**src/rtl/qgp_pkg.sv**
```systemverilog
// ----------------------------------------------------------------------------
// qgp_pkg
// Shared types and constants for the quaternion gravity projection pipeline.
// ----------------------------------------------------------------------------
package qgp_pkg;

  localparam int FRAC_BITS_DEF = 14;
  localparam int IN_W          = 16;
  localparam int OUT_W         = 16;
  localparam int PROD_W        = 32;
  localparam int SUM_W         = 33;
  localparam int MAG_W         = 33;
  localparam int DEN_W         = 33;
  localparam int LANES         = 3;

  typedef struct packed {
    logic signed [IN_W-1:0] quat_w;
    logic signed [IN_W-1:0] quat_x;
    logic signed [IN_W-1:0] quat_y;
    logic signed [IN_W-1:0] quat_z;
  } quat_t;

  typedef struct packed {
    logic signed [OUT_W-1:0] grav_x;
    logic signed [OUT_W-1:0] grav_y;
    logic signed [OUT_W-1:0] grav_z;
    logic                    zero_norm;
  } grav_t;

  typedef struct packed {
    logic [LANES-1:0] neg;
    logic             zero;
  } side_t;

endpackage

```
**src/rtl/qgp_out.sv**
```systemverilog
// ----------------------------------------------------------------------------
// qgp_out
// Output register: saturate each quotient, apply its sign, clamp to 16 bits
// and substitute the fixed result for a zero quaternion.
// ----------------------------------------------------------------------------
module qgp_out #(
  parameter int FRAC_BITS = qgp_pkg::FRAC_BITS_DEF,
  parameter int Q_W       = FRAC_BITS + 1
) (
  input  logic                               clk,
  input  logic                               rst,
  input  logic                               en,
  input  logic                               in_valid,
  input  logic [qgp_pkg::LANES-1:0][Q_W-1:0] quo,
  input  qgp_pkg::side_t                     side,
  output logic                               out_valid,
  output qgp_pkg::grav_t                     out_data
);

  localparam int CW = (Q_W > qgp_pkg::OUT_W + 1) ? Q_W : qgp_pkg::OUT_W + 1;
  localparam logic [CW-1:0] ONE_C   = CW'(1) << FRAC_BITS;
  localparam logic [CW-1:0] POS_LIM = CW'((1 << (qgp_pkg::OUT_W - 1)) - 1);
  localparam logic [CW-1:0] NEG_LIM = CW'(1 << (qgp_pkg::OUT_W - 1));
  localparam logic [CW-1:0] ZMAG    = (ONE_C > NEG_LIM) ? NEG_LIM : ONE_C;

  logic [qgp_pkg::LANES-1:0][qgp_pkg::OUT_W-1:0] val;

  always_comb begin
    logic [CW-1:0] r;
    logic [CW-1:0] lim;
    logic [CW-1:0] m;
    for (int l = 0; l < qgp_pkg::LANES; l++) begin
      r      = CW'(quo[l]);
      r      = (r > ONE_C) ? ONE_C : r;
      lim    = side.neg[l] ? NEG_LIM : POS_LIM;
      m      = (r > lim) ? lim : r;
      val[l] = side.neg[l] ? (~m[qgp_pkg::OUT_W-1:0] + 1'b1) : m[qgp_pkg::OUT_W-1:0];
    end
  end

  always_ff @(posedge clk) begin
    if (rst) begin
      out_valid <= 1'b0;
    end else if (en) begin
      out_valid <= in_valid;
    end
  end

  always_ff @(posedge clk) begin
    if (en) begin
      out_data.zero_norm <= side.zero;
      if (side.zero) begin
        out_data.grav_x <= '0;
        out_data.grav_y <= '0;
        out_data.grav_z <= ~ZMAG[qgp_pkg::OUT_W-1:0] + 1'b1;
      end else begin
        out_data.grav_x <= val[0];
        out_data.grav_y <= val[1];
        out_data.grav_z <= val[2];
      end
    end
  end

endmodule

```
**config.mk**
```make
export PLATFORM = sky130hd
export DESIGN_NAME = qgp_out
export DESIGN_NICKNAME = d
export VERILOG_FILES = /design/src/rtl/qgp_pkg.sv /design/src/rtl/qgp_out.sv
export SDC_FILE = /design/constraint.sdc
export NUM_CORES = 1
export LEC_CHECK = 0
export ABC_AREA = 1
export BUFFER_PORTS_ARGS = -buffer_cell sky130_fd_sc_hd__clkbuf_2
export CORE_MARGIN = 2
export CORE_UTILIZATION = 55
export DETAILED_ROUTE_END_ITERATION = 16
export PLACE_DENSITY = 0.95
export SLEW_MARGIN = 20
export SYNTH_ARGS = -nofsm -noshare
export SYNTH_HDL_FRONTEND = slang
export SYNTH_SLANG_ARGS = --single-unit
```
**constraint.sdc**
```tcl
create_clock -name clk -period 4.7 [get_ports clk]
set_input_delay 0.94 -clock clk [delete_from_list [all_inputs] [get_ports clk]]
set_output_delay 0.94 -clock clk [all_outputs]
set_load 0.005 [all_outputs]
```
==> results.py <==
metrics = {
    "outcome": {
        "status": "complete, no violations",
    },
    "floorplanning": {
        "num_rows": 28,
        "fp.dieH_um": 81.70,
        "dieArea_um2": 6675,
        "core-area_um2": 5886,
        "die_w_um": 81.70,
        "ios": 103,
        "start_util_pct": 56.42,
    },
    "yosys": {
        "postSynthCellCount": 427,
        "async_flop_share_pct": 0,
        "synth_top_family_by_area": "simple AND/OR/NAND/NOR gates",
        "syn-num-nets": 483,
        "synth_edf_count": 49,
        "ys_warn_count": 0,
        "synthXorXnorAreaFrac_pct": 0,
        "synth_top_area_share_pct": 44.31,
        "yosys.area_share.adder_pct": 1.130,
        "syn_area_per_cell_um2": 7.777,
        "ys_seq_elements": 50,
        "syn_area_um2": 3321,
        "synth-seq-area-share_pct": 44.91,
        "synth_compound_area_share_pct": 14.32,
        "netlist-cell-type-count": 38,
        "yosys_most_used_dff": "edfxtp_1",
        "synth_mux_area_share_pct": 0.3014,
        "yosys.area_share.simple_pct": 31.24,
        "synth.area.top_cells": "edfxtp_1 44%, nand2_1 12%, nor2_1 7.7%",
        "synth_largest_area_cell": "edfxtp_1",
    },
    "sta": {
        "rsz0062_at_grt": "no",
        "tns_ns": 0,
        "period_needed_ns": 2.819,
        "hold_viol_final": 0,
        "worst_pin_slew_ns": 1.023,
        "max_freq_mhz": 354.8,
        "slew_violations": 0,
        "setup_viol": 0,
        "fin_crit_sh_pct": 59.97,
        "finClkSkew_ns": 0,
        "whs_ns": 0.5120,
        "timing.final.ws_setup_ns": 1.881,
        "relSlewSlack_pct": 31.35,
    },
    "final_layout": {
        "area_growth_pct": 17.67,
        "instances_no_fill": 600,
        "nFillCells": 488,
        "diodes": 0,
        "fin_util_pct": 66.39,
        "drive_gt1_share_pct": 27.24,
        "fin_nets": 580,
        "register_area_um2": 1491,
        "multi_input_area_um2": 1560,
        "fin_area_um2": 3908,
    },
    "placed_design": {
        "hpwl_um": 5649,
        "post-place-ws_ns": 1.606,
        "dp.cells": 592,
        "gp_congestion": 0.8780,
        "port_buffers": 102,
        "dpl_cell_area_um2": 3821,
    },
    "global_routing": {
        "use_met2_pct": 42.05,
        "grt_pass1_vias": 3035,
        "track_usage_pct": 23.51,
        "grt_max_degree": 51,
        "gr-max-usage-layer": "met2",
        "grt_util_met3_pct": 3.297,
        "antenna_found_initial": 0,
        "gr-usage-met1_pct": 28.85,
        "grt_pass1_wl_um": 12540,
        "gr-total-overflow": 0,
    },
    "power_and_ir_drop": {
        "power.leakage_nw": 1.881,
        "power.switching_mw": 0.3009,
        "p_per_area_nw_per_um2": 263.8,
        "p_int_mw": 0.7300,
        "seqPwrFrac_pct": 53.1,
        "pwr-share-clk_pct": 24.1,
        "p_comb_share_pct": 22.9,
        "ir_drop_v": 0.0001526,
        "switching_share_pct": 29.19,
        "total_power_mw": 1.031,
    },
    "setup_path": {
        "cp.arrival_ns": 2.87,
        "criticalPathCategory": "primary input to flop",
        "cp.required_ns": 4.75,
        "cp-start-kind": "primary input",
        "cp-end-kind": "flop",
        "crit_fanout": 21,
    },
    "detailed_routing": {
        "drtIter0Drc": 201,
        "vias_per_cell": 5.522,
        "wl_per_cell_um": 12.65,
        "wl_um": 7590,
        "drc": 0,
        "num_vias": 3313,
        "drtPass1Iterations": 5,
        "postRouteAntennaNets": 0,
    },
    "run": {
        "drv_cap": 0,
    },
    "worst_hold_path": {
        "hp-class": "flop to flop",
    },
    "clock_tree": {
        "h-tree-depth": 2,
        "cts-resized-gates": 0,
        "path_clk_slew_ns": 0.10,
        "holdBufCountCts": 0,
        "clock_path_buffers": 2,
        "cts_tree": "done",
        "clock-sinks": 50,
        "post_cts_buffers": 0,
        "clk_latency_ns": 0.29,
        "numCtsBuffers": 5,
        "ctsRootBufferMaster": "clkbuf_8",
    },
}
-- critical path, stage by stage --
cell and delay (ns):
clkbuf_2 0.11, or2_1 0.25, nor2_1 0.10, nand2_1 0.07
nand2_2 0.28, inv_1 0.10, nor2_2 0.09, inv_1 0.06
ha_1 0.21, inv_1 0.08, nor2_1 0.06, nand2_1 0.08
inv_1 0.05, nand3_1 0.08, nand2_1 0.08, o21ai_0 0.16
nor2_1 0.07
-- area by class of cell --
type	count	share of cell area (%)
multi-input combinational	322	39.93
timing repair buffer	103	13.26
clock inverter	2	0.3522
inverter	42	4.035
sequential	50	38.17
clock buffer	6	1.857
tap	75	2.402
-- worst paths after layout --
check / cells past startpoint / end / slack, ns / startpoint
max: 17 / out_data[11]$_SDFFCE_PP0P_ / 1.88 / quo[40]
min: 2 / out_valid$_SDFFE_PP0P_ / 0.51 / out_valid$_SDFFE_PP0P_
max reg2reg: 2 / out_valid$_SDFFE_PP0P_ / 4.11 / out_valid$_SDFFE_PP0P_
min reg2reg: 2 / out_valid$_SDFFE_PP0P_ / 0.51 / out_valid$_SDFFE_PP0P_
-- cell families after synthesis --
family | Yosys count
AO/OA/AOI/OAI | 82
buffers and inverters | 55
flip-flops | 50
multiplexers | 1
adder cells (fa/ha/maj) | 3
AND/OR/NAND/NOR | 236
-- power by group through the flow --
stage | registers, mW | logic [mW] | clock network [mW]
2_1_floorplan | 0.561 | 0.129 | 0
3_3_place_gp | 0.556 | 0.224 | 0
3_5_place_dp | 0.557 | 0.234 | 0
4_1_cts | 0.548 | 0.235 | 0.253
5_1_grt | 0.551 | 0.268 | 0.274
6_report | 0.547 | 0.236 | 0.248
-- routing by layer --
| metal | vias up | wire length [um] | share of wire (%) |
|---|---|---|---|
| li1 | 1630 | - | - |
| met3 | 13 | 607 | 8.0 |
| met2 | 171 | 3797 | 50 |
| met4 | 0 | 119 | 1.6 |
| met5 | - | 0 | 0 |
| met1 | 1499 | 3066 | 40 |
-- cell usage in the layout (no fill, tap or decap), types with 2 or more instances in the layout --
master    netlist  layout
clkbuf_2        0     102
or2_1           2       2
o21ai_0        27      27
nor3_1          6       6
clkinv_1        1       2
nand2_4         3       3
nor2_2          4       4
o21ai_1         3       3
clkbuf_8        1       5
ha_1            3       3
a21oi_1        36      36
or2_2           3       3
inv_2           3       3
o21ai_2         5       5
nand4_1         3       3
edfxtp_1       49      49
nand3_1        25      25
inv_1          38      37
nor2_1         68      68
nand3_2         5       5
nand2_2         8       8
nand2_1       106     106
o31ai_1         3       3
o41ai_1         3       3
-- flip-flops by register name (all words and copies together) (netlist names) --
name       cells
out_data      49
out_valid      1
-- cell usage after synthesis (2+ instances only) --
cell / count
nand4_1: 3
inv_2: 3
clkbuf_1: 2
o41ai_1: 3
buf_2: 3
nand2_1: 106
ha_1: 3
inv_1: 38
nor2_2: 4
nor3_1: 6
nand2_4: 3
nand3_2: 5
nor2_1: 68
a21oi_1: 36
edfxtp_1: 49
buf_4: 2
o21ai_2: 5
o21ai_1: 3
or2_2: 3
buf_6: 4
nand3_1: 25
or2_1: 2
o21ai_0: 27
o31ai_1: 3
nand2_2: 8
No activity file was read; power rests on OpenSTA's default activity.
